<file path="config.mk">
export PLATFORM = sky130hd
export DESIGN_NAME = clock_page_replacement
export DESIGN_NICKNAME = d
export VERILOG_FILES = /design/src/sv/cpr_pkg.sv /design/src/sv/cpr_fifo.sv /design/src/sv/cpr_back.sv /design/src/sv/clock_page_replacement.sv
export SDC_FILE = /design/constraint.sdc
export NUM_CORES = 2
export LEC_CHECK = 0
export BUFFER_PORTS_ARGS = -buffer_cell sky130_fd_sc_hd__buf_2
export CAP_MARGIN = 10
export CORE_MARGIN = 3
export CORE_UTILIZATION = 30
export CTS_CLUSTER_DIAMETER = 120
export DETAILED_ROUTE_END_ITERATION = 8
export HOLD_SLACK_MARGIN = 0.02
export PLACE_DENSITY = 0.49
export SYNTH_ARGS = -nofsm -noshare
export SYNTH_HDL_FRONTEND = slang
export SYNTH_SLANG_ARGS = --single-unit
</file>
<file path="constraint.sdc">
create_clock -name clock -period 13 [get_ports clock]
set_input_delay 2.6 -clock clock [delete_from_list [all_inputs] [get_ports clock]]
set_output_delay 2.6 -clock clock [all_outputs]
set_load 0.01 [all_outputs]
</file>
<file path="src/sv/cpr_pkg.sv">
// Package for the clock page replacement block: sizes, command and status codes,
// the queue entry type and the result type. Depends on nothing.
`timescale 1ns / 1ps
`default_nettype none
package cpr_pkg;
   localparam int FrameBits = 4;
   localparam int NumFrames = 1 << FrameBits;
   localparam int MaxPages = 256;
   localparam int PageBits = 8;
   localparam int CountBits = 9;

   typedef enum logic [1:0] {
      CMD_FAULT = 2'd0,
      CMD_MAP = 2'd1,
      CMD_UNMAP = 2'd2,
      CMD_ACCESS = 2'd3
   } cmd_type;

   typedef enum logic [1:0] {
      ST_OK = 2'd0,
      ST_UNMAPPED = 2'd1,
      ST_FULL = 2'd2
   } status_type;

   typedef struct packed {
      cmd_type cmd;
      logic [PageBits-1:0] page;
      logic is_write;
   } item_type;

   typedef struct packed {
      status_type status;
      logic [PageBits-1:0] new_page;
      logic [FrameBits-1:0] load_frame;
      logic do_load;
      logic do_writeback;
      logic [PageBits-1:0] writeback_page;
   } result_type;
endpackage
`default_nettype wire

</file>
<file path="src/sv/cpr_fifo.sv">
// Two-entry item queue between the front and back parts.
// Depends on cpr_pkg.
`timescale 1ns / 1ps
`default_nettype none
module cpr_fifo import cpr_pkg::*; (
   input wire logic clock,
   input wire logic reset,
   input wire logic in_valid,
   output logic in_ready,
   input wire item_type in_item,
   output logic out_valid,
   input wire logic out_ready,
   output item_type out_item
);
   item_type mem_ff [2];
   item_type mem_in [2];
   logic wp_ff, wp_in, rp_ff, rp_in;
   logic [1:0] cnt_ff, cnt_in;
   logic push, pop;

   assign in_ready = cnt_ff != 2'd2;
   assign out_valid = cnt_ff != 2'd0;
   assign out_item = mem_ff[rp_ff];
   assign push = in_valid && in_ready;
   assign pop = out_valid && out_ready;

   always_comb begin
      mem_in = mem_ff;
      if (push) mem_in[wp_ff] = in_item;
      wp_in = wp_ff ^ push;
      rp_in = rp_ff ^ pop;
      cnt_in = cnt_ff + {1'b0, push} - {1'b0, pop};
   end

   always_ff @(posedge clock) begin
      mem_ff <= mem_in;
      if (reset) begin
         wp_ff <= 1'b0;
         rp_ff <= 1'b0;
         cnt_ff <= 2'd0;
      end else begin
         wp_ff <= wp_in;
         rp_ff <= rp_in;
         cnt_ff <= cnt_in;
      end
   end

`ifndef NO_ASSERTIONS
   a_cnt: assert property (@(posedge clock) disable iff (reset) cnt_ff != 2'd3)
      else $error("queue count out of range");
   a_full: assert property (@(posedge clock) disable iff (reset)
      cnt_ff == 2'd2 |-> wp_ff == rp_ff) else $error("full queue pointers differ");
   a_empty: assert property (@(posedge clock) disable iff (reset)
      cnt_ff == 2'd0 |-> wp_ff == rp_ff) else $error("empty queue pointers differ");
`endif
endmodule
`default_nettype wire

</file>
<file path="src/sv/cpr_back.sv">
// Back part: generic RAM, then the page replacement engine. Page table and unmap
// marks sit in RAM; frame owners, count and clock hand in registers. Depends on cpr_pkg.
`timescale 1ns / 1ps
`default_nettype none
module cpr_ram #(
   parameter int Width = 8,
   parameter int Depth = 256
) (
   input wire logic clock,
   input wire logic we,
   input wire logic [$clog2(Depth)-1:0] addr,
   input wire logic [Width-1:0] wdata,
   output logic [Width-1:0] rdata
);
   logic [Width-1:0] mem [Depth];

   always_ff @(posedge clock) begin
      if (we) mem[addr] <= wdata;
      rdata <= mem[addr];
   end
endmodule

module cpr_back import cpr_pkg::*; (
   input wire logic clock,
   input wire logic reset,
   input wire logic csr_we,
   input wire logic [CountBits-1:0] csr_wdata,
   input wire logic in_valid,
   output logic in_ready,
   input wire item_type in_item,
   output logic out_valid,
   input wire logic out_ready,
   output result_type out_res
);
   typedef enum logic [2:0] {
      S_CLEAR, S_IDLE, S_LOOK, S_SWEEP, S_SWEEP_RD, S_LOAD, S_DONE
   } state_type;

   typedef struct packed {
      logic valid;
      logic dirty;
      logic refd;
      logic [FrameBits-1:0] frame;
   } pte_type;

   state_type st_ff, st_in;
   item_type it_ff, it_in;
   logic [FrameBits:0] k_ff, k_in;
   result_type res_ff, res_in;
   logic [CountBits-1:0] cnt_ff, cnt_in;
   logic [FrameBits-1:0] hand_ff, hand_in;
   logic ou_ff [NumFrames];
   logic ou_in [NumFrames];
   logic [PageBits-1:0] op_ff [NumFrames];
   logic [PageBits-1:0] op_in [NumFrames];
   logic [PageBits-1:0] clr_ff, clr_in;
   logic clr_pt_ff, clr_pt_in;

   logic pt_we;
   logic [PageBits-1:0] pt_addr;
   pte_type pt_wdata, pt_rd;
   logic um_we;
   logic [PageBits-1:0] um_addr;
   logic [0:0] um_wdata, um_rd;

   logic mapped, ou_h, victim_ok;
   logic [PageBits-1:0] op_h;
   logic [CountBits-1:0] sat;

   cpr_ram #(.Width($bits(pte_type)), .Depth(MaxPages)) u_pt (
      .clock, .we(pt_we), .addr(pt_addr), .wdata(pt_wdata), .rdata(pt_rd)
   );

   // a set mark means the page was unmapped since the last reload
   cpr_ram #(.Width(1), .Depth(MaxPages)) u_um (
      .clock, .we(um_we), .addr(um_addr), .wdata(um_wdata), .rdata(um_rd)
   );

   assign in_ready = (st_ff == S_IDLE) && !csr_we;
   assign out_valid = st_ff == S_DONE;
   assign out_res = res_ff;
   assign mapped = ({1'b0, it_ff.page} < cnt_ff) && !um_rd[0];
   assign ou_h = ou_ff[hand_ff];
   assign op_h = op_ff[hand_ff];
   assign victim_ok = k_ff[FrameBits] || !ou_h || !pt_rd.refd;
   assign sat = (csr_wdata > CountBits'(MaxPages)) ? CountBits'(MaxPages) : csr_wdata;

   always_comb begin
      st_in = st_ff;
      it_in = it_ff;
      k_in = k_ff;
      res_in = res_ff;
      cnt_in = cnt_ff;
      hand_in = hand_ff;
      ou_in = ou_ff;
      op_in = op_ff;
      clr_in = clr_ff;
      clr_pt_in = clr_pt_ff;
      pt_we = 1'b0;
      pt_addr = it_ff.page;
      pt_wdata = '0;
      um_we = 1'b0;
      um_addr = it_ff.page;
      um_wdata = 1'b0;
      unique case (st_ff)
         S_CLEAR: begin
            pt_addr = clr_ff;
            pt_we = clr_pt_ff;
            um_addr = clr_ff;
            um_we = 1'b1;
            clr_in = clr_ff + 1'b1;
            if (clr_ff == PageBits'(MaxPages - 1)) st_in = S_IDLE;
         end
         S_IDLE: begin
            pt_addr = in_item.page;
            um_addr = in_item.page;
            if (in_valid) begin
               it_in = in_item;
               k_in = '0;
               st_in = S_LOOK;
            end
         end
         S_LOOK: begin
            res_in = '0;
            st_in = S_DONE;
            unique case (it_ff.cmd)
               CMD_FAULT: begin
                  if (!mapped) res_in.status = ST_UNMAPPED;
                  else if (pt_rd.valid) res_in.load_frame = pt_rd.frame;
                  else begin
                     pt_addr = op_h;
                     st_in = S_SWEEP;
                  end
               end
               CMD_MAP: begin
                  if (cnt_ff >= CountBits'(MaxPages)) res_in.status = ST_FULL;
                  else begin
                     um_addr = cnt_ff[PageBits-1:0];
                     um_we = 1'b1;
                     res_in.new_page = cnt_ff[PageBits-1:0];
                     cnt_in = cnt_ff + 1'b1;
                  end
               end
               CMD_UNMAP: begin
                  if (mapped) begin
                     um_we = 1'b1;
                     um_wdata = 1'b1;
                     if (pt_rd.valid) begin
                        pt_we = 1'b1;
                        pt_wdata = pt_rd;
                        pt_wdata.valid = 1'b0;
                        pt_wdata.dirty = 1'b0;
                     end
                  end
               end
               CMD_ACCESS: begin
                  if (!mapped) res_in.status = ST_UNMAPPED;
                  else if (pt_rd.valid) begin
                     pt_we = 1'b1;
                     pt_wdata = pt_rd;
                     pt_wdata.refd = 1'b1;
                     pt_wdata.dirty = pt_rd.dirty | it_ff.is_write;
                  end
               end
            endcase
         end
         S_SWEEP: begin
            pt_addr = op_h;
            if (!victim_ok) begin
               pt_we = 1'b1;
               pt_wdata = pt_rd;
               pt_wdata.refd = 1'b0;
               hand_in = hand_ff + 1'b1;
               k_in = k_ff + 1'b1;
               st_in = S_SWEEP_RD;
            end else begin
               if (ou_h) begin
                  pt_we = 1'b1;
                  pt_wdata = pt_rd;
                  pt_wdata.valid = 1'b0;
                  pt_wdata.dirty = 1'b0;
                  if (pt_rd.dirty) begin
                     res_in.do_writeback = 1'b1;
                     res_in.writeback_page = op_h;
                  end
               end
               st_in = S_LOAD;
            end
         end
         S_SWEEP_RD: begin
            pt_addr = op_h;
            st_in = S_SWEEP;
         end
         S_LOAD: begin
            pt_we = 1'b1;
            pt_wdata.valid = 1'b1;
            pt_wdata.frame = hand_ff;
            ou_in[hand_ff] = 1'b1;
            op_in[hand_ff] = it_ff.page;
            res_in.load_frame = hand_ff;
            res_in.do_load = 1'b1;
            hand_in = hand_ff + 1'b1;
            st_in = S_DONE;
         end
         S_DONE: begin
            if (out_ready) st_in = S_IDLE;
         end
         default: st_in = S_IDLE;
      endcase
      if (csr_we) begin
         cnt_in = sat;
         clr_in = '0;
         clr_pt_in = 1'b0;
         st_in = S_CLEAR;
      end
   end

   always_ff @(posedge clock) begin
      if (reset) begin
         st_ff <= S_CLEAR;
         it_ff <= '0;
         k_ff <= '0;
         res_ff <= '0;
         cnt_ff <= '0;
         hand_ff <= '0;
         clr_ff <= '0;
         clr_pt_ff <= 1'b1;
         for (int j = 0; j < NumFrames; j++) begin
            ou_ff[j] <= 1'b0;
            op_ff[j] <= '0;
         end
      end else begin
         st_ff <= st_in;
         it_ff <= it_in;
         k_ff <= k_in;
         res_ff <= res_in;
         cnt_ff <= cnt_in;
         hand_ff <= hand_in;
         clr_ff <= clr_in;
         clr_pt_ff <= clr_pt_in;
         ou_ff <= ou_in;
         op_ff <= op_in;
      end
   end

`ifndef NO_ASSERTIONS
   a_cnt: assert property (@(posedge clock) disable iff (reset)
      cnt_ff <= CountBits'(MaxPages)) else $error("page count above capacity");
   a_sweep: assert property (@(posedge clock) disable iff (reset)
      k_ff <= (FrameBits+1)'(NumFrames)) else $error("sweep overran");
   a_load: assert property (@(posedge clock) disable iff (reset)
      out_valid && res_ff.do_writeback |-> res_ff.do_load)
      else $error("write-back without load");
   a_hold: assert property (@(posedge clock) disable iff (reset)
      out_valid && !out_ready |=> $stable(res_ff)) else $error("result changed");
`endif
endmodule
`default_nettype wire

</file>
<file path="src/sv/clock_page_replacement.sv">
// Top level: item queue in front of the page replacement engine.
// Depends on cpr_pkg, cpr_fifo, cpr_back.
// channel | dir | fields (low bit up)
// req     | in  | tdata: cmd[1:0], page[9:2], is_write[10]
// rsp     | out | tdata: status, new_page, load_frame, do_load, do_writeback, wb page
// csr     | in  | initial_pages[8:0]
// A result is registered from the look-up state; a fault that loads a page goes through the
// sweep and load states, plus a re-read for each referenced frame the hand passes (at most 16).
// The next item starts the cycle after a result is taken.
// After reset the back part clears the page table and unmap marks of all 256 pages, after each
// csr write only the unmap marks, and takes no item meanwhile.
// A result waits in its register while the two-entry queue still takes items.
`timescale 1ns / 1ps
`default_nettype none
module clock_page_replacement import cpr_pkg::*; (
   input wire logic clock,
   input wire logic reset,
   input wire logic csr_we,
   input wire logic [8:0] csr_wdata,
   input wire logic req_tvalid,
   output logic req_tready,
   input wire logic [15:0] req_tdata, // cmd, page, is_write, zero
   output logic rsp_tvalid,
   input wire logic rsp_tready,
   output logic [23:0] rsp_tdata // status, new_page, load_frame, do_load, do_wb, wb_page
);
   item_type in_item, q_item;
   logic q_valid, q_ready;
   result_type res;

   assign in_item = item_type'({req_tdata[1:0], req_tdata[9:2], req_tdata[10]});

   cpr_fifo u_fifo (
      .clock, .reset,
      .in_valid(req_tvalid), .in_ready(req_tready), .in_item(in_item),
      .out_valid(q_valid), .out_ready(q_ready), .out_item(q_item)
   );

   cpr_back u_back (
      .clock, .reset, .csr_we, .csr_wdata,
      .in_valid(q_valid), .in_ready(q_ready), .in_item(q_item),
      .out_valid(rsp_tvalid), .out_ready(rsp_tready), .out_res(res)
   );

   assign rsp_tdata = {res.writeback_page, res.do_writeback, res.do_load,
                       res.load_frame, res.new_page, res.status};
endmodule
`default_nettype wire

</file>
==> metrics <==
setup-violating endpoint count in the final report=0; via total after detailed routing=60000; I/O pin count=between 50 and 60; RSZ-0062 raised after global routing=false; Post-synth EDFFs=2070; worst slew pin tran=1.18 ns; # H-tree levels=4; CP endpoint kind=register; slew margin rel.=20.4%; slowest cell on the critical path=dfxtp_1; peak supply drop=roughly 0.00012 V; grt total ovfl=0; register area share after synthesis=70.9%; Arr. time, crit path=approximately 8 ns; core area=roughly 0.31 mm^2; number of max-cap violations=0; syn nets=around 7500; total CTS buffers=approximately 240; Synth-to-Final Area Change=12.4%; initial DRC count=6405; first-pass GRT wire length=389 mm; DRC=0; Final ANT Viol Nets=0; Worst-Skew Late Latency=between 0.8 and 0.9 ns; Synth Warn #=0; f_max=between 0.1 and 0.15 GHz; max incr delay on CP=between 0.8 and 0.9 ns; first-pass iteration count of the detailed router=6; status=complete, no violations; Final HPWL DP=150 mm; NumNets Final=7372; total die area=about 0.32 mm^2; CTS resizes=0; GRT Util Overall=between 10% and 20%; initial core utilization=about 30%; worst-path maximum fanout=between 100 and 150; crit start category=register; dominant cell by count in the synthesized netlist=edfxtp_1; Seq. cell area=0.0666 mm^2; syn avg cell area=between 10 and 15 um^2; main flop type after synthesis=edfxtp_1; part of the cycle the worst path needs=~56%; layout cells sized above 1=between 8 and 9%; CTS tree=done; WL final=about 270 mm; CTS Buffer Depth=3; multi-input logic area=0.0249 mm^2; Yosys top cell by area=edfxtp_1; critical path cell sequence=ha_1 -> nor2b_1 -> a221o_1 -> a211oi_2 -> a311o_2 -> a221oi_4 -> nor2_4 -> buf_12 -> buf_4 -> buf_4 -> nand3_1 -> nand3_1 -> a41oi_1 -> nor4_1 -> o22a_1 -> nand4_1; Worst Path Required=13.70 ns; kind of critical path=register to register; Synth Instances=about 7500; async set or reset register ratio after synthesis=0%; Post-CTS Setup Bufs=0; Hold WC Path Type=register to register; number of global-route vias before repair=around 58000; Placer Congestion=slightly below 0.8; Leak=roughly 32 nW; register bit total from synthesis=2291; PwrDens=140 mW/mm^2; placed cells=11200; DIE HEIGHT=about 570 um; Slew Limit Fails=0; chip width=approximately 570 um; most common library cells after synthesis=edfxtp_1 (2070), nand2_1 (1654), nor2_1 (629); Period minus WS final=around 7.3 ns; share of the synthesized area in the top cell type=66.2%; Finished Layout Cells=~12000; vias per inst=5.16; Hold Fails Final Rpt=0; CTS Root Cell=clkbuf_16; clk slew on worst S/H paths=about 0.07 ns; Yosys cell types=73; reg2reg setup slack=~5.7 ns; Mapped Area=around 0.094 mm^2; PortBufs=50; fill count=a little over 30000; largest net degree at the start of global routing=approximately 180; Num Clock Sinks=about 2300; dominant cells by area after synthesis=edfxtp_1 (66%), nand2_1 (6.6%), dfxtp_1 (4.7%); initial antenna violation count=9; WL per Instance=22.8 um; Cell Rows=a little over 200; post-route setup TNS=0 ns; cts hold-fix bufs=0; skew final=0.0587 ns
## per-stage QoR
stage / hold WS, ns / power (mW) / setup WS, ns / utilization (%) / cell area [um^2]
floorplan: 0.428 / 8.37 / 2.93 / - / 93900
global placement: 0.438 / 8.50 / 5.71 / 31.7 / 98200
detailed placement: 0.445 / 8.50 / 5.69 / 31.7 / 98200
CTS: 0.454 / 14.9 / 5.68 / 34.0 / 106000
global route: 0.469 / 15.3 / 5.30 / 34.0 / 106000
finish: 0.451 / 14.8 / 5.66 / 34.0 / 106000
## registers in the layout (all words and copies together), names as in the netlist
signal	flops
u_back.hand_ff	4
u_back.u_pt.mem	1792
u_back.st_ff	3
u_back.clr_pt_ff	1
u_back.cnt_ff	9
u_back.ou_ff	16
u_back.u_um.mem	256
u_back.clr_ff	8
u_back.op_ff	128
u_back.out_res	24
u_fifo.mem_ff	22
u_back.u_um.rdata	1
u_fifo.rp_ff	1
u_fifo.wp_ff	1
u_back.u_pt.rdata	7
u_fifo.cnt_ff	2
u_back.k_ff	5
u_back.it_ff	11
## cell families (layout without fill, tap and decap cells)
family | Yosys count | count (layout) | share of synthesized area (%)
buffers and inverters | 600 | 642 | 2.82
xor gates and xnor gates | 14 | 14 | 0.131
muxes | 229 | 229 | 3.09
AOI/OAI and AO/OA | 1154 | 1154 | 8.51
DFF | 2291 | 2291 | 70.9
other | 0 | 4 | 0
adders and majority gates | 27 | 27 | 0.360
and+or+nand+nor | 3152 | 3152 | 14.2
## where the power goes
group | total, mW | switching [mW] | internal, mW
logic | 0.411 | 0.290 | 0.121
registers | 7.94 | 0.0137 | 7.92
clock network | 6.44 | 2.85 | 3.59
## critical path, delay by kind of cell (launching register included)
| kind | cells | cell delay [ns] |
|---|---|---|
| simple gates | 6 | 1.52 |
| buf+inv | 3 | 1.85 |
| flops | 1 | 0.89 |
| compound gates | 6 | 2.17 |
| fa+ha+maj | 1 | 0.39 |
## metal layers
layer / vias to the layer above / global-route usage, % / part of all wire, %
li1: 27300 / - / -
met4: 2 / 4.07 / 2.3
met1: 30400 / 22.9 / 45
met5: - / 0 / 0.11
met2: 1924 / 25.8 / 47
met3: 358 / 2.34 / 6.1
## layout by cell type (no fill, tap or decap), types with 13 or more instances in the layout
master,netlist,routed
a211o_1,60,60
a211oi_1,77,77
a21boi_0,19,19
a21oi_1,498,498
a221o_1,69,66
a221oi_1,156,150
a22oi_1,30,30
a311oi_1,38,38
a31oi_1,32,32
a32oi_1,13,13
a41oi_1,56,56
and2_1,18,17
and3_1,122,121
buf_12,0,13
buf_2,203,50
buf_4,15,122
clkbuf_1,288,68
clkbuf_16,0,236
clkinv_1,0,51
clkinv_2,0,36
dfxtp_1,221,219
edfxtp_1,2070,2070
ha_1,27,27
inv_1,23,23
mux2i_1,174,174
mux4_2,48,48
nand2_1,1654,1636
nand2_2,1,17
nand3_1,576,575
nor2_1,629,628
nor2b_1,18,16
nor3_1,19,18
nor4_1,57,56
o21ai_0,21,19
o22ai_1,21,21
## layout make-up
class                      count  area share [%]
sequential                  2291            63.1
multi-input combinational   4576            23.6
clock buffer                 318            5.99
tap                         4120            4.88
timing repair buffer         187            1.39
clock inverter               113           0.956
inverter                      24          0.0853
antenna                        4         0.00948
## final timing paths
| path | endpoint | cells past startpoint | start |
|---|---|---|---|
| worst max register to register | u_back.u_pt.rdata[5] | 16 | u_back.it_ff[8] |
| worst min-delay path | u_back.op_ff[109] | 2 | u_back.op_ff[109] |
| worst max-delay path | u_back.u_pt.rdata[5] | 16 | u_back.it_ff[8] |
| worst min register to register | u_back.op_ff[109] | 2 | u_back.op_ff[109] |
(Power assumes the default switching activity.)
